===== src/box_to_gimbal_angle_frame_defines.svh =====
// Assertion macros for the box-to-gimbal angle frame encoder.
// Used by the top level only; expects clk and rst in scope.
`ifndef BOX_TO_GIMBAL_ANGLE_FRAME_DEFINES_SVH
`define BOX_TO_GIMBAL_ANGLE_FRAME_DEFINES_SVH
`ifndef SYNTHESIS
`define BGAF_ASSERT(lbl, prop, msg) \
  lbl: assert property (@(posedge clk) disable iff (rst) prop) else $error(msg);
`define BGAF_ASSERT_ALWAYS(lbl, prop, msg) \
  lbl: assert property (@(posedge clk) prop) else $error(msg);
`else
`define BGAF_ASSERT(lbl, prop, msg)
`define BGAF_ASSERT_ALWAYS(lbl, prop, msg)
`endif
`endif


===== src/bgaf_pkg.sv =====
// Shared types, constants and CORDIC helpers for the angle frame encoder.
// No dependencies.
package bgaf_pkg;

  localparam int COORD_BITS_DEF = 12;
  localparam int CORDIC_STEPS   = 18;
  localparam int PRESHIFT       = 14;
  localparam int QBITS          = 15;          // quotient bits below saturation
  localparam int XW             = 36;          // CORDIC x/y width
  localparam int ZW             = 26;          // angle accumulator width
  localparam int DXW            = 19;          // half-pixel offset width
  localparam int NW             = 39;          // dividend width
  localparam int DW             = 26;          // divisor width
  localparam int QW             = NW + 2;      // compare width
  localparam int FRAME_LEN      = 10;

  localparam logic [15:0] CODE_FULL = 16'd32767;
  localparam logic [22:0] DEG90_Q16 = 23'd5898240;
  // reciprocal of 100 scaled by 2^29, rounded up
  localparam logic [22:0] RECIP_100 = 23'd5368710;
  localparam int          RECIP_SH  = 29;
  localparam logic [7:0]  SYNC_START = 8'h73;
  localparam logic [7:0]  SYNC_END   = 8'h65;

  localparam logic [1:0] REG_CENTER_X  = 2'd0;
  localparam logic [1:0] REG_CENTER_Y  = 2'd1;
  localparam logic [1:0] REG_FOCAL     = 2'd2;
  localparam logic [1:0] REG_DIST_PROD = 2'd3;

  localparam logic signed [ZW-1:0] ATAN_TAB [CORDIC_STEPS] = '{
    26'sd2949120, 26'sd1740967, 26'sd919879, 26'sd466945, 26'sd234379,
    26'sd117304, 26'sd58666, 26'sd29335, 26'sd14668, 26'sd7334,
    26'sd3667, 26'sd1833, 26'sd917, 26'sd458, 26'sd229, 26'sd115,
    26'sd57, 26'sd29
  };

  typedef struct packed {
    logic signed [XW-1:0] x;
    logic signed [XW-1:0] y;
    logic signed [ZW-1:0] z;
  } axis_t;

  typedef struct packed {
    logic          vld;
    axis_t         yaw;
    axis_t         pitch;
    logic          yneg;
    logic          pneg;
    logic          ynz;
    logic          pnz;
    logic          fz;
    logic [NW-1:0] rem;
    logic [DW-1:0] dsor;
    logic [QBITS-1:0] quo;
    logic          sat;
    logic [15:0]   delay;
  } stage_t;

  typedef struct packed {
    logic        vld;
    logic [15:0] yaw;
    logic [15:0] pitch;
    logic [15:0] dist_code;
    logic [15:0] delay;
  } word_t;

  // arithmetic right shift rounding toward zero
  function automatic logic signed [XW-1:0] shr_trunc(logic signed [XW-1:0] v, int s);
    logic signed [XW-1:0] r;
    if (v[XW-1]) r = -((-v) >>> s);
    else r = v >>> s;
    return r;
  endfunction

  // one vectoring rotation
  function automatic axis_t rot(axis_t a, int i);
    axis_t r;
    logic signed [XW-1:0] xs;
    logic signed [XW-1:0] ys;
    xs = shr_trunc(a.x, i);
    ys = shr_trunc(a.y, i);
    if (!a.y[XW-1]) begin
      r.x = a.x + ys;
      r.y = a.y - xs;
      r.z = a.z + ATAN_TAB[i];
    end else begin
      r.x = a.x - ys;
      r.y = a.y + xs;
      r.z = a.z - ATAN_TAB[i];
    end
    return r;
  endfunction

endpackage


===== src/bgaf_cell.sv =====
// One cell of the chain: a CORDIC step for yaw and pitch and, by STEP, a
// saturation check or one restoring-division step for distance. Depends on bgaf_pkg.
module bgaf_cell #(
  parameter int STEP = 0
) (
  input  logic             clk,
  input  logic             rst,
  input  bgaf_pkg::stage_t d,
  output bgaf_pkg::stage_t q
);
  import bgaf_pkg::*;

  localparam int SH  = (STEP <= QBITS) ? QBITS - STEP : 0;
  localparam int QIX = (STEP >= 1 && STEP <= QBITS) ? QBITS - STEP : 0;

  stage_t        n;
  logic [QW-1:0] t;
  logic [QW-1:0] r;

  // rotate both axes, then check saturation or try one quotient bit
  always_comb begin
    n       = d;
    n.yaw   = rot(d.yaw, STEP);
    n.pitch = rot(d.pitch, STEP);
    t       = QW'(d.dsor) << SH;
    r       = QW'(d.rem);
    if (STEP == 0) begin
      n.sat = d.sat | (r >= t);
    end else if (STEP <= QBITS) begin
      if (r >= t) begin
        n.rem      = NW'(r - t);
        n.quo[QIX] = 1'b1;
      end
    end
  end

  // hand on to the next cell
  always_ff @(posedge clk) begin
    if (rst) q <= '0;
    else q <= n;
  end

endmodule


===== config.mk =====
export PLATFORM = sky130hd
export DESIGN_NAME = bgaf_cell
export DESIGN_NICKNAME = d
export VERILOG_FILES = /design/src/box_to_gimbal_angle_frame_defines.svh /design/src/bgaf_pkg.sv /design/src/bgaf_cell.sv
export SDC_FILE = /design/constraint.sdc
export NUM_CORES = 1
export LEC_CHECK = 0
export ABC_AREA = 1
export BUFFER_PORTS_ARGS = -buffer_cell sky130_fd_sc_hd__buf_2
export CORE_MARGIN = 1.5
export CORE_UTILIZATION = 25
export CTS_CLUSTER_DIAMETER = 50
export DETAILED_ROUTE_END_ITERATION = 7
export GPL_TIMING_DRIVEN = 0
export PLACE_DENSITY = 0.46
export SLEW_MARGIN = 20
export SYNTH_ARGS = -nofsm -noshare
export SYNTH_HDL_FRONTEND = slang
export SYNTH_SLANG_ARGS = --single-unit

===== constraint.sdc =====
create_clock -name clk -period 4.74 [get_ports clk]
set_clock_uncertainty 0.2 [all_clocks]
set_input_delay 0.948 -clock clk [delete_from_list [all_inputs] [get_ports clk]]
set_output_delay 0.948 -clock clk [all_outputs]
set_load 0.05 [all_outputs]

# Word level (Yosys, flattened, before mapping)
# Cells that the tools add are included.
dict set report classes {
  add_sub_neg 20
  n_lt_le_gt_ge 1
  n_mux 6
  n_bitwise 1
}
# cell count
set op_table {}
lappend op_table {{$neg 36->36} 8}
lappend op_table {{$mux 98} 2}
lappend op_table {{$add 36x36->36} 4}
lappend op_table {{$mux 36} 4}
lappend op_table {{$sub 36x36->36} 4}
lappend op_table {{$add 26x23->26 const B} 2}
lappend op_table {{$sub 26x23->26 const B} 2}
lappend op_table {{$ge 39x41->1} 1}
lappend op_table {{$or 1x1->1} 1}
dict set report totals {
  reg_bits 299
  in_bits 301
  output_inout_bits 299
  wordCells 45
}

# Depth between registers and ports, before layout
dict set report logic_depth {
  depth_word 5
  ltp_mapped 21
  mapped_depth_nobuf 21
}

# Worst setup path after synthesis
# No wires, ideal clock.
dict set report synth_timing {
  path_type {input-to-reg}
  start {input d[129] (netlist name)}
  end {register q[195] (netlist name)}
  setup_time_ns 0.115
  arrival_ns 3.102
  t_required_ns 4.425
  setup_slack_ns 1.323
  cell_stages 16
  n_path_buf 0
  path_cell_list {inv_1 > ha_1 > nand2_4 > nor2_8 > nand2_4 > o31ai_4 > nand2_2 > xor2_1 > ha_1 > nand2_1 > nor2_1 > inv_1 > nor3_1 > nand2_1 > a21oi_1 > nor2_1}
}
dict set report synth_between {
  elab_chain_len 5
  word_cells_on_any_way 6
  cone_classes {add/sub: 4; mux: 2}
}
# item line
set synth_rtl {}
lappend synth_rtl {{start: declaration} bgaf_cell.sv:8} ;# input bgaf_pkg::stage_t d,
lappend synth_rtl {{$neg 36->36 (2 in series)} bgaf_pkg.sv:70} ;# if (v[XW-1]) r = -((-v) >>> s);
lappend synth_rtl {{$mux 36 *} bgaf_pkg.sv:70}
lappend synth_rtl {{$add 36x36->36 or $sub 36x36->36 (tied branches)} {bgaf_pkg.sv:83, bgaf_pkg.sv:87}}
lappend synth_rtl {{$mux 98 *} bgaf_pkg.sv:82} ;# if (!a.y[XW-1]) begin
lappend synth_rtl {{end signal: assignment} bgaf_cell.sv:40} ;# else q <= n;
lappend synth_rtl {{end: declaration} bgaf_cell.sv:9} ;# output bgaf_pkg::stage_t q
# Every way passes the cells marked *; elsewhere a longest branch is shown, timed or not.
# A chain may end at the register's enable or synchronous reset.

# Worst setup path after layout
dict set report layout_timing {
  start {input d[261] (netlist name)}
  end {register q[253] (netlist name)}
}
dict set report layout_between {
  elab_chain_len 1
}
# item line
set layout_rtl {}
lappend layout_rtl {{$mux 98} bgaf_pkg.sv:82}
# Every way passes these cells.

==> impl_metrics.yaml <==
clock_tree:
  clk_pin_slew_ns: 0.06
  cts_resized: 0
  clock-sinks: 297
  post_cts_buffers: 0
  hold_buffers: 0
  htree_levels: 2
  clock_path_buffers: 3
  cts_root_buf: "clkbuf_16"
  cts_tree: "yes"
  numCtsBuffers: 50
layout:
  nNetsFinal: 4865
  layout_common_cells: "nand2_1, nor2_1, inv_1"
  final_common_cell: "nand2_1"
  utilization_pct: 32.22
  fillCellCount: 10320
  largest_register_ffs: 297
  reg.largest.list: "q (297)"
  instances_no_fill: 5595
  areaGrowthSynthToFinish_pct: 27.40
  drive_gt1_share_pct: 18.26
  regMostFlops: "q"
grt:
  track_usage_pct: 20.66
  grt_pass1_wl_um: 145800
  antenna_found_initial: 15
  top_usage_layer: "met2"
  overflow: 0
  grt_pass1_vias: 24010
  grt_max_degree: 16
  met2_usage_pct: 37.14
  met1_usage_pct: 25.21
  use_met3_pct: 3.799
detailed_routing:
  first_pass_iters: 5
  avgViaCountPerCell: 4.446
  wire_per_inst_um: 17.73
  drc: 0
  drt_iter0_drc: 1574
  route.vias.total: 24880
  wl_um: 99170
  ant_nets: 0
job:
  drv_cap: 0
synthesis:
  synth_ff_type: "dfxtp_1"
  synth.distinct_cells: 50
  async_reset_ff_share_pct: 0
  yosysSeqAreaShare_pct: 26.04
  syn-num-nets: 4214
  syn_area_per_cell_um2: 6.136
  synth_warnings: 0
  ys_ff_latch: 297
  netlist_instances: 3721
  netlist_top_cells_area: "dfxtp_1, nand2_1, nor2_1"
  netlist_area_um2: 22830
  synth_top_cell_by_area: "dfxtp_1"
  yosysTopAreaCellShare_pct: 26.04
  synth_edf_count: 0
min_path:
  hold_path.class: "input port to register"
setup_path:
  cp-startpoint: "d[261]"
  worstSetupEndpointType: "register"
  start_kind: "input port"
  cp.required_ns: 5.01
  endpoint: "q[253]"
  crit_arrival_ns: 4.40
  cp_max_fo: 13
  crit_type: "input port to register"
sta:
  setup_tns_ns: 0
  rsz0062_at_grt: "no"
  fin_ws_ns: 0.6126
  timing.slew.headroom_pct: 28.07
  hold_viol: 0
  final.min_clock_period_ns: 4.127
  slew_viol_final: 0
  setup_violations: 0
  worst-slew-pin-transition_ns: 1.079
  hold_ws_ns: 0.3186
  period_share_pct: 87.08
  max_freq_mhz: 242.3
place:
  dp_cells: 5496
  hpwlAfterDp_um: 84760
  placement.io_buffers: 599
  pre_cts_slack_ns: -0.03417
  gp_congestion: 0.9304
power:
  p_seq_share_pct: 26.9
  p_per_area_nw_per_um2: 365.9
  switchingPower_mw: 4.538
  combPwrFrac_pct: 37.3
  pwr-share-clk_pct: 35.8
  swShare_pct: 42.63
  vdd_ir_drop_max_uv: 268.8
  p_leak_nw: 15.70
  power.internal_mw: 6.107
floorplanning:
  die_area_um2: 93150
  dieWidth_um: 305.2
  die_h_um: 305.2
  core_area_um2: 90290
  ioPinCount: 600
  start_util_pct: 25.29
  row_count: 110
run_status:
  run_status: "finished, final reports clean"
## critical path: stages
cell     delay, ns
buf_2         0.24
inv_1         0.14
buf_2         0.26
buf_1         0.79
o21ai_0       0.40
ha_1          0.37
nand2_1       0.08
nor2_1        0.05
nor2_2        0.18
inv_2         0.09
nand2_1       0.09
nand3_2       0.18
nand2_1       0.13
a21oi_1       0.07
nor2_1        0.35
## how the worst min path moves through the flow
stage,from,endpoint,slack (ns),depth (start not counted)
2_1_floorplan,d[118],q[118],0.82,1
3_3_place_gp,d[200],q[200],0.95,3
3_5_place_dp,d[8],q[8],0.95,3
4_1_cts,d[200],q[200],0.26,3
5_1_grt,d[209],q[209],0.29,3
6_report,d[116],q[116],0.32,3
## Yosys cell counts, types with 3 or more instances
cell type and number:
o31ai_1 5, nand3_2 12, nand3_1 153, nor2_2 22
clkbuf_1 30, nor3_1 38, o21ai_1 10, fa_1 6
o211ai_1 4, nand2_4 5, o21a_1 9, a31oi_1 7
o21ai_2 8, xor2_1 104, a21oi_1 300, nand3b_1 8
ha_1 186, nor4_1 5, nand2_2 12, nand2_1 875
inv_2 18, buf_1 5, and2_1 6, nor2_4 9
xnor2_1 23, nand4_1 35, inv_1 637, o21ai_0 184
buf_4 3, dfxtp_1 297, nor2_1 648, buf_2 13
o21bai_1 19
## per-stage QoR
| stage | instance area [µm²] | total power, mW |
|---|---|---|
| finish | 29090 | 10.64 |
| global route | 29080 | 11.30 |
| CTS | 29070 | 10.81 |
| detailed placement | 27310 | 6.895 |
| global placement | 27300 | 6.906 |
| floorplan | 22830 | 5.631 |
## cell families (layout without fill, tap and decap cells)
logic type / after synthesis / count (layout) / synth area share (%)
simple gates: 1840 / 1840 / 33.50
buf+inv: 706 / 1398 / 11.73
compound gates: 559 / 559 / 13.14
flops: 297 / 297 / 26.04
fa+ha+maj: 192 / 192 / 10.72
xor+xnor: 127 / 127 / 4.871
other cells: 0 / 6 / 0
## layer usage
layer  vias to the layer above  part of all wire (%)
li1                      13010                     -
met1                     11030                    43
met2                       718                    49
met3                       122                   6.5
met4                         4                   2.2
met5                         -                 0.028
## power by group through the flow
stage / logic [mW] / clock network (mW) / registers [mW]
after floorplan: 1.77 / 0 / 3.86
after global placement: 3.99 / 0 / 2.91
after detailed placement: 3.98 / 0 / 2.91
after CTS: 4.00 / 3.94 / 2.86
after global routing: 4.36 / 4.05 / 2.88
final: 3.97 / 3.81 / 2.86
## final cells by class
type / count / area (µm²) / share of cell area [%]
inverters: 655 / 2459 / 8.452
well taps: 1176 / 1471 / 5.058
clock inverters: 34 / 452.9 / 1.557
flip-flops and latches: 297 / 5946 / 20.44
plain buffers: 51 / 222.7 / 0.7656
diodes: 6 / 15.01 / 0.05162
repair buffers: 599 / 2998 / 10.31
multi-input cells: 2718 / 14210 / 48.85
clock buffers: 59 / 1315 / 4.521
No activity file was read; power rests on OpenSTA's default activity.
