**src/box_to_gimbal_angle_frame_defines.svh**
```systemverilog
// Assertion macros for the box-to-gimbal angle frame encoder.
// Used by the top level only; expects clk and rst in scope.
`ifndef BOX_TO_GIMBAL_ANGLE_FRAME_DEFINES_SVH
`define BOX_TO_GIMBAL_ANGLE_FRAME_DEFINES_SVH
`ifndef SYNTHESIS
`define BGAF_ASSERT(lbl, prop, msg) \
  lbl: assert property (@(posedge clk) disable iff (rst) prop) else $error(msg);
`define BGAF_ASSERT_ALWAYS(lbl, prop, msg) \
  lbl: assert property (@(posedge clk) prop) else $error(msg);
`else
`define BGAF_ASSERT(lbl, prop, msg)
`define BGAF_ASSERT_ALWAYS(lbl, prop, msg)
`endif
`endif

```
**src/bgaf_pkg.sv**
```systemverilog
// Shared types, constants and CORDIC helpers for the angle frame encoder.
// No dependencies.
package bgaf_pkg;

  localparam int COORD_BITS_DEF = 12;
  localparam int CORDIC_STEPS   = 18;
  localparam int PRESHIFT       = 14;
  localparam int QBITS          = 15;          // quotient bits below saturation
  localparam int XW             = 36;          // CORDIC x/y width
  localparam int ZW             = 26;          // angle accumulator width
  localparam int DXW            = 19;          // half-pixel offset width
  localparam int NW             = 39;          // dividend width
  localparam int DW             = 26;          // divisor width
  localparam int QW             = NW + 2;      // compare width
  localparam int FRAME_LEN      = 10;

  localparam logic [15:0] CODE_FULL = 16'd32767;
  localparam logic [22:0] DEG90_Q16 = 23'd5898240;
  // reciprocal of 100 scaled by 2^29, rounded up
  localparam logic [22:0] RECIP_100 = 23'd5368710;
  localparam int          RECIP_SH  = 29;
  localparam logic [7:0]  SYNC_START = 8'h73;
  localparam logic [7:0]  SYNC_END   = 8'h65;

  localparam logic [1:0] REG_CENTER_X  = 2'd0;
  localparam logic [1:0] REG_CENTER_Y  = 2'd1;
  localparam logic [1:0] REG_FOCAL     = 2'd2;
  localparam logic [1:0] REG_DIST_PROD = 2'd3;

  localparam logic signed [ZW-1:0] ATAN_TAB [CORDIC_STEPS] = '{
    26'sd2949120, 26'sd1740967, 26'sd919879, 26'sd466945, 26'sd234379,
    26'sd117304, 26'sd58666, 26'sd29335, 26'sd14668, 26'sd7334,
    26'sd3667, 26'sd1833, 26'sd917, 26'sd458, 26'sd229, 26'sd115,
    26'sd57, 26'sd29
  };

  typedef struct packed {
    logic signed [XW-1:0] x;
    logic signed [XW-1:0] y;
    logic signed [ZW-1:0] z;
  } axis_t;

  typedef struct packed {
    logic          vld;
    axis_t         yaw;
    axis_t         pitch;
    logic          yneg;
    logic          pneg;
    logic          ynz;
    logic          pnz;
    logic          fz;
    logic [NW-1:0] rem;
    logic [DW-1:0] dsor;
    logic [QBITS-1:0] quo;
    logic          sat;
    logic [15:0]   delay;
  } stage_t;

  typedef struct packed {
    logic        vld;
    logic [15:0] yaw;
    logic [15:0] pitch;
    logic [15:0] dist_code;
    logic [15:0] delay;
  } word_t;

  // arithmetic right shift rounding toward zero
  function automatic logic signed [XW-1:0] shr_trunc(logic signed [XW-1:0] v, int s);
    logic signed [XW-1:0] r;
    if (v[XW-1]) r = -((-v) >>> s);
    else r = v >>> s;
    return r;
  endfunction

  // one vectoring rotation
  function automatic axis_t rot(axis_t a, int i);
    axis_t r;
    logic signed [XW-1:0] xs;
    logic signed [XW-1:0] ys;
    xs = shr_trunc(a.x, i);
    ys = shr_trunc(a.y, i);
    if (!a.y[XW-1]) begin
      r.x = a.x + ys;
      r.y = a.y - xs;
      r.z = a.z + ATAN_TAB[i];
    end else begin
      r.x = a.x - ys;
      r.y = a.y + xs;
      r.z = a.z - ATAN_TAB[i];
    end
    return r;
  endfunction

endpackage

```
**src/bgaf_scale.sv**
```systemverilog
// Converts the chain result into yaw, pitch and distance codes over three
// registered steps. Depends on bgaf_pkg.
module bgaf_scale (
  input  logic             clk,
  input  logic             rst,
  input  bgaf_pkg::stage_t s,
  output bgaf_pkg::word_t  w
);
  import bgaf_pkg::*;

  logic [22:0] zc [2];
  logic [37:0] p  [2];
  logic [21:0] a  [2];
  logic [44:0] m  [2];
  logic [15:0] c  [2];
  logic        neg_a [2];
  logic        neg_b [2];
  logic        vld_a, vld_b;
  logic [15:0] dist_a, dist_b, delay_a, delay_b;
  logic signed [ZW-1:0] zin [2];
  logic        nz [2];

  assign zin[0] = s.yaw.z;
  assign zin[1] = s.pitch.z;
  assign nz[0]  = s.ynz;
  assign nz[1]  = s.pnz;

  // clamp the angle and scale by 32767/65536
  always_comb begin
    for (int k = 0; k < 2; k++) begin
      if (s.fz) zc[k] = nz[k] ? DEG90_Q16 : 23'd0;
      else if (zin[k] < 0) zc[k] = 23'd0;
      else if (zin[k] > $signed({3'b0, DEG90_Q16})) zc[k] = DEG90_Q16;
      else zc[k] = zin[k][22:0];
      p[k] = {zc[k], 15'b0} - 38'(zc[k]);
    end
  end

  always_ff @(posedge clk) begin
    a[0]     <= p[0][37:16];
    a[1]     <= p[1][37:16];
    neg_a[0] <= s.yneg;
    neg_a[1] <= s.pneg;
    dist_a   <= s.sat ? CODE_FULL : {1'b0, s.quo};
    delay_a  <= s.delay;
    if (rst) vld_a <= 1'b0;
    else vld_a <= s.vld;
  end

  // divide by 100 through the reciprocal
  always_ff @(posedge clk) begin
    m[0]    <= 45'(a[0]) * 45'(RECIP_100);
    m[1]    <= 45'(a[1]) * 45'(RECIP_100);
    neg_b   <= neg_a;
    dist_b  <= dist_a;
    delay_b <= delay_a;
    if (rst) vld_b <= 1'b0;
    else vld_b <= vld_a;
  end

  // apply the sign and hold the frame words
  always_comb begin
    for (int k = 0; k < 2; k++) begin
      c[k] = m[k][RECIP_SH +: 16];
      if (neg_b[k]) c[k] = -c[k];
    end
  end

  always_ff @(posedge clk) begin
    w.yaw       <= c[0];
    w.pitch     <= c[1];
    w.dist_code <= dist_b;
    w.delay     <= delay_b;
    if (rst) w.vld <= 1'b0;
    else w.vld <= vld_b;
  end

endmodule

```
**config.mk**
```make
export PLATFORM = sky130hd
export DESIGN_NAME = bgaf_scale
export DESIGN_NICKNAME = d
export VERILOG_FILES = /design/src/box_to_gimbal_angle_frame_defines.svh /design/src/bgaf_pkg.sv /design/src/bgaf_scale.sv
export SDC_FILE = /design/constraint.sdc
export NUM_CORES = 1
export LEC_CHECK = 0
export BUFFER_PORTS_ARGS = -buffer_cell sky130_fd_sc_hd__buf_2
export CAP_MARGIN = 5
export CORE_MARGIN = 2
export CORE_UTILIZATION = 55
export CTS_BUF_LIST = sky130_fd_sc_hd__clkbuf_2 sky130_fd_sc_hd__clkbuf_4 sky130_fd_sc_hd__clkbuf_8
export DETAILED_ROUTE_END_ITERATION = 12
export PLACE_DENSITY = 0.82
export RECOVER_POWER = 25
export SLEW_MARGIN = 15
export SYNTH_ARGS = -nofsm -noshare
export SYNTH_HDL_FRONTEND = slang
export SYNTH_SLANG_ARGS = --single-unit
```
**constraint.sdc**
```tcl
create_clock -name clk -period 6.7 [get_ports clk]
set_clock_uncertainty 0.15 [all_clocks]
set_input_delay 0.335 -clock clk [delete_from_list [all_inputs] [get_ports clk]]
set_output_delay 0.335 -clock clk [all_outputs]
set_load 0.005 [all_outputs]
```
# [After elaboration in Yosys (flattened, before gate mapping)]
# Memories as Yosys holds them, arrays and structs flattened.
# Cells that the tools add are included.
[word_totals] output_inout_bits=65 mem_bits_rw=132 rom_bits=0 regBits=135 memories=2 latch_bits=0 word_cells=38
[classes] multipliers=2 n_shift=0 div=0 n_mux=10 addsub=4 n_eq_ne=0 n_reduce_logical=0 magnitude_cmp=4 bitwise_logic=0
[memory_table] name="m" words=2 word_bits=44 rd=2 rd_ports_with_merged_regs=0 write_ports=2 line="bgaf_scale.sv:14" text="logic [44:0] m [2];"
[memory_table] name="a" words=2 word_bits=22 rd=2 rd_ports_with_merged_regs=0 write_ports=2 line="bgaf_scale.sv:13" text="logic [21:0] a [2];"
[op_table] cell="two-way mux 23 bit" n=8
[op_table] cell="multiplier 22 x 22 -> 44 bit (second input constant)" n=2
[op_table] cell="subtractor 38 x 23 -> 38 bit" n=2
[op_table] cell="> comparator 26 x 24 -> 1 bit (second input constant)" n=2
[op_table] cell="less-than comparator 26 x 1 -> 1 bit (second input constant)" n=2
[op_table] cell="two-way mux 16 bit" n=2
[op_table] cell="negation 16 bit" n=2

# [Logic depth before layout (Yosys ltp)]
# Gate-level depths: netlist of the first run.
[depth] ltp_word=5 ltp_mapped=23 ltp_nobuf=23

# [Least setup slack after synthesis of the first run]
# Ideal clock, no wire load.
[synth_path] kind="reg-to-reg" startpoint="memory a[1][11] (netlist: a[0][33])" endpoint="memory m[0][87] (netlist name)" period_less_slack_ps=6419 arrival_ps=6191 path_stages_with_launch=22 setup_slack_ps=281 setup_ps=78 required_time_ps=6472 cell_sequence="dfxtp_1 ha_1 inv_1 fa_1 fa_1 inv_1 fa_1 fa_1 fa_1 inv_1 fa_1 inv_1 ha_1 a21o_1 a311o_1 nor4_1 a211oi_1 a21oi_1 a21oi_1 o41a_1 and4_1 nor3_1"
[synth_rtl] element="start, declared" line="bgaf_scale.sv:13"
[synth_rtl] element="end, declared" line="bgaf_scale.sv:14"

==> results.toml, run 1 <==
[outcome]
status = "complete, no violations"

[worst_setup_path]
worstSetupPathType = "reg2reg"
timing.rr.end = "m[0][87]"
cp.arrival_ns = 6.91
cp-start-kind = "register"
r2r_start = "a[0][33]"
crit_required_ns = 7.01
setup.worst_path.end_class = "register"
reg2reg_depth = 20
cp_max_fo = 5
r2r_slack_ns = 0.11

[floorplanning]
die_x_um = 212
die_area_um2 = 44900
io_pins = 366
die_y_um = 212
rows = 76
core_um2 = 42900
start_util_pct = 55.4

[yosys]
yosysTopAreaCellShare_pct = 30.0
synth_ff_type = "dfxtp_1"
avgSynthCellArea_um2 = 10.3
yosys-top-cells-area = "fa_1 (30%), ha_1 (26%), dfxtp_1 (18%)"
synth_top_cell_by_area = "fa_1"
ys_async_sr_fraction_pct = 0
syn_nets = 3455
synth_edf_count = 0
synthesis.area_um2 = 23800
syn_inst = 2306
ys_seq_area_share_pct = 17.5
yosys.cell_types.count = 68
ys_ff_latch = 208
ys_warn_count = 0

[placed_design]
port_buffers = 155
dpl_cell_area_um2 = 25900
dp_cells = 3117
dp_hpwl_um = 47800
gp_congestion = 0.978

[finish]
final_cell_area_um2 = 27500
nNetsFinal = 3779
final_cell_mix = "inv_1 (596), ha_1 (484), fa_1 (351)"
antennaDiodeCount = 0
final_cells = 3240
mostFrequentLayoutCell = "inv_1"
syn2layout_area_growth_pct = 15.6
layout-drive-gt1-share_pct = 14.8

[sta]
post-route-period-util_pct = 98.4
rsz0062_at_grt = "true"
maxSlewViolCount = 0
maxSlewHeadroom_pct = 43.8
final-hold-violation-count = 0
finalSetupViolCount = 0
worstMarginPinSlew_ns = 0.821
min_period_ns = 6.59
finalSetupTns_ns = 0
fmax_mhz = 152

[worst_hold_path]
hold_path_class = "in2reg"
min_from = "s[16]"
whs_endpoint = "dist_a[2]"
hold_depth = 2

[grt]
antenna_found_initial = 0
grt_first_pass_wirelength_um = 90100
grt-ovfl-total = 0
grt_max_degree = 21
first_global_vias = 18500
grt_usage_pct = 25.5

[clock_network]
cts_made_buffers = 31
cts-root-buf = "clkbuf_8"
path_clk_slew_ns = 0.07
htree_levels = 1
insertion_delay_ns = 0.65
cts_tree = "yes"
clockBufferDepth = 3
cts_sinks = 208

[route]
drtIter0Drc = 799
ant_nets = 0
vias = 16900
via_per_inst = 5.22
drc_errors = 0
drt_pass1_iterations = 5
wl_per_cell_um = 17.3
routed_wl_um = 56200

[job]
max_cap_viol_count = 0
[how the worst max path moves through the flow]
stage / from / to / depth (start not counted)
4_1_cts: a[0][34] / m[0][87] / 21
2_1_floorplan: a[0][33] / m[0][87] / 21
5_1_grt: a[0][28] / m[0][87] / 23
3_5_place_dp: a[0][32] / m[0][87] / 21
3_3_place_gp: a[0][32] / m[0][87] / 21
6_report: a[0][33] / m[0][87] / 20
[repair_timing]
| item | 4_1_cts | 5_1_grt |
|---|---|---|
| resized for setup | 7 | 57 |
| pin swaps | 1 | 17 |
| hold buffers | 63 | 0 |
| endpoints found under the hold margin | 58 | 0 |
| setup endpoints to repair | 7 | 14 |
| buffers inserted | 0 | 2 |
[through the flow]
step	hold WS, ns	util [%]	setup WS [ns]
after floorplan	0.160	-	0.281
after global placement	0.160	60.3	0.0635
after detailed placement	0.162	60.3	-0.138
after CTS	0.000433	63.5	-0.0139
after global routing	0.0231	64.1	-0.153
final	0.0219	64.1	0.109
[kinds of logic (layout without fill, tap and decap cells)]
family / Yosys count / after routing / share of synthesized area (%)
compound gates: 254 / 254 / 7.19
simple gates: 293 / 293 / 6.45
fa+ha+maj: 848 / 848 / 55.9
buf+inv: 617 / 966 / 9.78
flops: 208 / 208 / 17.5
xor+xnor: 85 / 85 / 3.13
other cells: 1 / 1 / 0.0158
[cell usage after synthesis (all sizes together) (9+ instances only)]
master / number
xnor2: 62
or2: 20
nand2: 62
xor2: 23
inv: 601
a21o: 28
o21bai: 13
a21oi: 57
nand2b: 12
clkbuf: 12
nor2b: 9
and2: 25
nor2: 58
nand4: 11
nor3: 29
nand3: 17
o31ai: 9
dfxtp: 208
and3: 9
ha: 492
fa: 356
a211oi: 17
nor4: 15
o21ai: 66
[area by class of cell]
class	instances	area (µm²)
clock buffers	45	569
clock inverters	13	171
fillers	3274	15400
inverters	601	2260
multi-input cells	1481	17500
flip-flops and latches	208	4200
well taps	585	732
repair buffers	307	2070
[registers in the layout, indices dropped and copies added (netlist names)]
name	cells
delay_a	16
a	44
dist_a	15
dist_b	15
vld_a	1
w	64
delay_b	16
neg_a	2
neg_b	2
m	32
vld_b	1
[per-layer routing]
metal,vias to the layer above,wire [µm],global-route usage [%]
met2,549,28800,47.2
met4,0,2070,8.74
met3,137,2960,3.38
li1,8036,-,-
met1,8203,22400,30.4
met5,-,0,0
[worst max-delay path, stage by stage, from the launching register on]
cell and delay (ns):
dfxtp_4 0.38, buf_4 0.17, ha_1 0.30, inv_1 0.05, fa_1 0.49, fa_1 0.53, inv_1 0.06, fa_1 0.55
fa_1 0.44, fa_1 0.49, ha_1 0.30, ha_1 0.31, a21o_1 0.21, a311o_1 0.35, nor4_2 0.29, a211oi_2 0.17
a21oi_2 0.22, a21oi_2 0.09, o41a_1 0.45, nor4_2 0.32, nor3_2 0.08
Power of run 1 is left out: the tool's default activity adds up to more than one toggle a clock period on the data nets, which glitch-free logic cannot reach.
==> run 2: changes to the inputs <==
CORE_MARGIN = 5   (was 2)
PLACE_DENSITY = 0.78   (was 0.82)
==> run 2 against run 1 <==
  * First-iteration DRC count decreased by 9.0%
  * Die area is 5.7% higher
  * Hold slack improved by 0.082 ns
  * Register-to-register slack improved by 0.09 ns
  * Non-clock buffer count grew 20
  * Cell count rose by 0.80%
  * Clock-buffer cell count increased by 7
  * Final area increased by 0.57%
  * Sequential share of layout area down 0.11 points
  * Utilization rose by 0.37 points
==> results.toml, run 2 (synthesis gave the netlist of run 1 again) <==
[clock_network]
path_clk_slew_ns = 0.07
cts-root-buf = "clkbuf_8"
clockBufferDepth = 3
insertion_delay_ns = 0.59
cts_made_buffers = 35
cts_sinks = 208
cts_tree = "yes"
htree_levels = 2

[sta]
maxSlewHeadroom_pct = 44.8
final-hold-violation-count = 0
worstMarginPinSlew_ns = 0.807
fmax_mhz = 154
fin_ws_ns = 0.203
finalSetupViolCount = 0
min_period_ns = 6.50
finalSetupTns_ns = 0
maxSlewViolCount = 0
post-route-period-util_pct = 97.0

[grt]
grt-ovfl-total = 0
antenna_found_initial = 1
first_global_vias = 18800
grt_max_degree = 21
grt_first_pass_wirelength_um = 93300
grt_usage_pct = 24.5

[floorplanning]
io_pins = 366
die_y_um = 218
rows = 76
die_area_um2 = 47500
die_x_um = 218
start_util_pct = 55.4
core_um2 = 42900

[worst_setup_path]
crit_family = "adder cells"
crit_path_max_incr_delay_ns = 0.58
cp.arrival_ns = 6.82
setup.worst_path.end_class = "register"
r2r_start = "a[0][34]"
cp.depth = 22
r2r_slack_ns = 0.20
crit_end = "m[0][87]"
worstSetupPathType = "reg2reg"
crit_chain = "ha_1, inv_1, fa_2, fa_1, fa_1, inv_1, fa_2, fa_1, inv_1, fa_1, inv_1, ha_1, a21o_1, a311o_1, nor4_2, a211oi_2, a21oi_1, buf_4, a21oi_2, o41a_1, nor4_2, nor3_1"
cp_max_fo = 5
slowest_stage = "fa_2"
crit_required_ns = 7.03
worst-path-buf-inv = 5
timing.rr.end = "m[0][87]"
cp-start-kind = "register"
crit_start = "a[0][34]"
reg2reg_depth = 22

[placed_design]
dp_cells = 3130
dpl_cell_area_um2 = 26000
pre_cts_slack_ns = 0.0240
gp_congestion = 0.933
dp_hpwl_um = 47600
port_buffers = 155

[outcome]
status = "complete, no violations"

[route]
routed_wl_um = 56900
drt_pass1_iterations = 7
drc_errors = 0
ant_nets = 0
drtIter0Drc = 727
vias = 16900
wl_per_cell_um = 17.4
via_per_inst = 5.19

[finish]
final_cells = 3266
layout-drive-gt1-share_pct = 14.8
regArea_um2 = 4190
multi_input_area_um2 = 17400
nNetsFinal = 3803
final_cell_mix = "inv_1 (598), ha_1 (486), fa_1 (353)"
top_regs = "w x64, a x44, m x32"
mostFrequentLayoutCell = "inv_1"
regMostFlops = "w"
final_cell_area_um2 = 27600
syn2layout_area_growth_pct = 16.3
largest_register_ffs = 64
nFillCells = 3238

[job]
max_cap_viol_count = 0

[worst_hold_path]
hold_path_class = "in2reg"
min_from = "s[99]"
[run 2: cell types whose count changed in the layout (fill, tap and decap cells not counted), moves of 3 or more]
| cell | before | now |
|---|---|---|
| a21oi_1 | 52 | 55 |
| inv_2 | 5 | 2 |
| a21oi_2 | 5 | 2 |
| bufinv_16 | 4 | 1 |
| clkbuf_8 | 37 | 45 |
| dlygate4sd3_1 | 63 | 71 |
| dfxtp_1 | 190 | 193 |
| buf_4 | 89 | 100 |
[run 2: timing repair]
item	in CTS	in global routing
pin swaps	0	23
hold endpoints to repair	55	0
hold buffers	71	0
resized for setup	1	48
setup buffers	0	1
endpoints found under the setup margin	2	17
[run 2: layout make-up]
cell class              count  share of cell area, %
diodes                      1                0.00906
clock buffers              52                   2.43
clock inverters            11                  0.367
inverters                 601                   8.17
multi-input cells        1481                   63.0
flip-flops and latches    208                   15.2
well taps                 585                   2.65
repair buffers            327                   8.17
[run 2: per-layer routing]
metal	track usage, %	share of wire [%]	vias up
li1	-	-	8081
met1	29.9	41	8281
met5	0	0	-
met2	44.5	51	447
met3	3.64	4.3	128
met4	8.42	3.8	0
[run 2: worst reg2reg max path, cell delays in order, from the launching register on]
cell      delay (ns)
dfxtp_4         0.38
ha_1            0.29
inv_1           0.07
fa_2            0.58
fa_1            0.44
fa_1            0.56
inv_1           0.06
fa_2            0.41
fa_1            0.51
inv_1           0.06
fa_1            0.53
inv_1           0.04
ha_1            0.20
a21o_1          0.15
a311o_1         0.39
nor4_2          0.26
a211oi_2        0.17
a21oi_1         0.22
buf_4           0.16
a21oi_2         0.06
o41a_1          0.44
nor4_2          0.23
nor3_1          0.08
[run 2: how the worst min path moves through the flow]
| stage | slack, ns | cells after the start | endpoint |
|---|---|---|---|
| 2_1_floorplan | 0.16 | 0 | delay_b[0] |
| 3_5_place_dp | 0.16 | 0 | w[12] |
| 5_1_grt | 0.07 | 3 | a[0][37] |
| 6_report | 0.10 | 4 | a[0][18] |
| 4_1_cts | 0.05 | 4 | a[0][18] |
| 3_3_place_gp | 0.16 | 0 | w[7] |
[run 2: stage by stage]
stage | hold slack [ns] | utilization [%]
final | 0.104 | 64.4
after global routing | 0.0749 | 64.4
after CTS | 0.0509 | 64.0
after detailed placement | 0.162 | 60.5
after global placement | 0.163 | 60.5
after floorplan | 0.160 | -
Power of run 2 is left out for the same reason.
==> run 3: changes to the inputs <==
PLACE_DENSITY = 0.9   (was 0.78)
SLEW_MARGIN = 20   (was 15)
==> run 3 against run 2 <==
  * Final area is 0.70% lower
  * Utilization is 0.45 points lower
  * Hold slack got worse by 0.037 ns
  * Critical endpoint unchanged
==> results.toml, run 3 (synthesis gave the netlist of run 1 again) <==
[sta]
rsz0062_at_grt = "true"
finalSetupViolCount = 0
maxSlewViolCount = 0
min_period_ns = 6.56
maxSlewHeadroom_pct = 31.5
fin_ws_ns = 0.142
final-hold-violation-count = 0
worstMarginPinSlew_ns = 1.00
fmax_mhz = 152
post-route-period-util_pct = 97.9

[route]
drt_pass1_iterations = 5
vias = 17100
wl_per_cell_um = 17.9
drtIter0Drc = 1061
via_per_inst = 5.30
ant_nets = 0
drc_errors = 0
routed_wl_um = 57900

[finish]
largest_register_ffs = 64
mostFrequentLayoutCell = "inv_1"
final_cells = 3234
nNetsFinal = 3771
final_cell_area_um2 = 27400
utilization_pct = 64.0
syn2layout_area_growth_pct = 15.5
final_cell_mix = "inv_1 (590), ha_1 (478), fa_1 (349)"
regMostFlops = "w"
nFillCells = 3174
layout-drive-gt1-share_pct = 15.3
top_regs = "w x64, a x44, m x32"

[clock_network]
htree_levels = 2
insertion_delay_ns = 0.56
cts-root-buf = "clkbuf_8"
cts_sinks = 208
cts_tree = "yes"
cts_made_buffers = 35
path_clk_slew_ns = 0.06
clockBufferDepth = 3

[worst_setup_path]
worstSetupPathType = "reg2reg"
crit_required_ns = 6.96
worst-path-buf-inv = 7
slowest_stage = "fa_1"
crit_path_max_incr_delay_ns = 0.55
crit_chain = "inv_2, fa_1, inv_1, ha_2, inv_1, fa_1, inv_1, fa_1, fa_1, fa_1, inv_1, fa_1, inv_1, ha_4, a21o_1, a311o_1, nor4_2, a211oi_2, a21oi_1, buf_4, a21oi_2, o41a_1, nor4_1, nor3_1"
cp-start-kind = "register"
cp_max_fo = 5
cp.arrival_ns = 6.82
cp_common_cell = "fa_1"
setup.worst_path.end_class = "register"
crit_family = "adder cells"
crit_start = "a[0][29]"
r2r_start = "a[0][29]"

[worst_hold_path]
hold_path_class = "in2reg"
min_from = "s[16]"

[grt]
grt_max_degree = 27
antenna_found_initial = 0
grt_first_pass_wirelength_um = 93700
first_global_vias = 19100
grt_usage_pct = 24.5
grt-ovfl-total = 0

[placed_design]
port_buffers = 155
pre_cts_slack_ns = 0.0389
dpl_cell_area_um2 = 25800
gp_congestion = 0.963
dp_hpwl_um = 48800
dp_cells = 3110

[outcome]
status = "complete, no violations"

[floorplanning]
die_y_um = 218
io_pins = 366
rows = 76
start_util_pct = 55.4
die_area_um2 = 47500
core_um2 = 42900
die_x_um = 218

[job]
max_cap_viol_count = 0
==> run 3: changes by cell type in the layout (fill, tap and decap cells not counted), moves of 4 or more <==
cell	change
buf_4	-18
dfxtp_1	-7
dfxtp_2	+7
dlygate4sd3_1	-15
fa_1	-4
fa_2	+4
ha_1	-8
ha_4	+6
inv_1	-8
inv_2	+9
==> run 3: cell type report <==
type	instances	area, µm²	area share [%]
Timing Repair Buffer	295	1970	7.20
Clock buffer	50	638	2.33
Multi-Input combinational cell	1481	17500	63.8
Tap cell	585	732	2.67
Inverter	601	2260	8.22
Sequential cell	208	4200	15.3
Antenna cell	1	2.50	0.00912
Clock inverter	13	133	0.483
==> run 3: path summary, 6_finish.rpt <==
path,end,slack (ns),depth (start not counted)
min reg2reg,dist_b[12],0.17,0
min,dist_a[0],0.07,2
max,m[0][87],0.14,24
max reg2reg,m[0][87],0.14,24
==> run 3: layer usage <==
layer  track usage, %  share of wire [%]  up-vias
met2             44.2                 52      555
met5                0                  0        -
met4             8.73                3.5        0
li1                 -                  -     8017
met3             4.22                5.1      153
met1             29.5                 40     8404
==> run 3: what timing repair did <==
| item | 4_1_cts | 5_1_grt |
|---|---|---|
| endpoints found under the setup margin | 0 | 17 |
| resized for setup | 0 | 78 |
| setup buffers | 0 | 4 |
| hold buffers | 56 | 0 |
| hold endpoints to repair | 55 | 0 |
==> run 3: metrics by stage <==
step | setup TNS [ns] | hold slack, ns
final | 0 | 0.0665
after floorplan | 0 | 0.160
after global placement | 0 | 0.161
after detailed placement | 0 | 0.162
after CTS | 0 | 0.0121
after global routing | -0.121 | 0.0343
Power of run 3 is left out for the same reason.
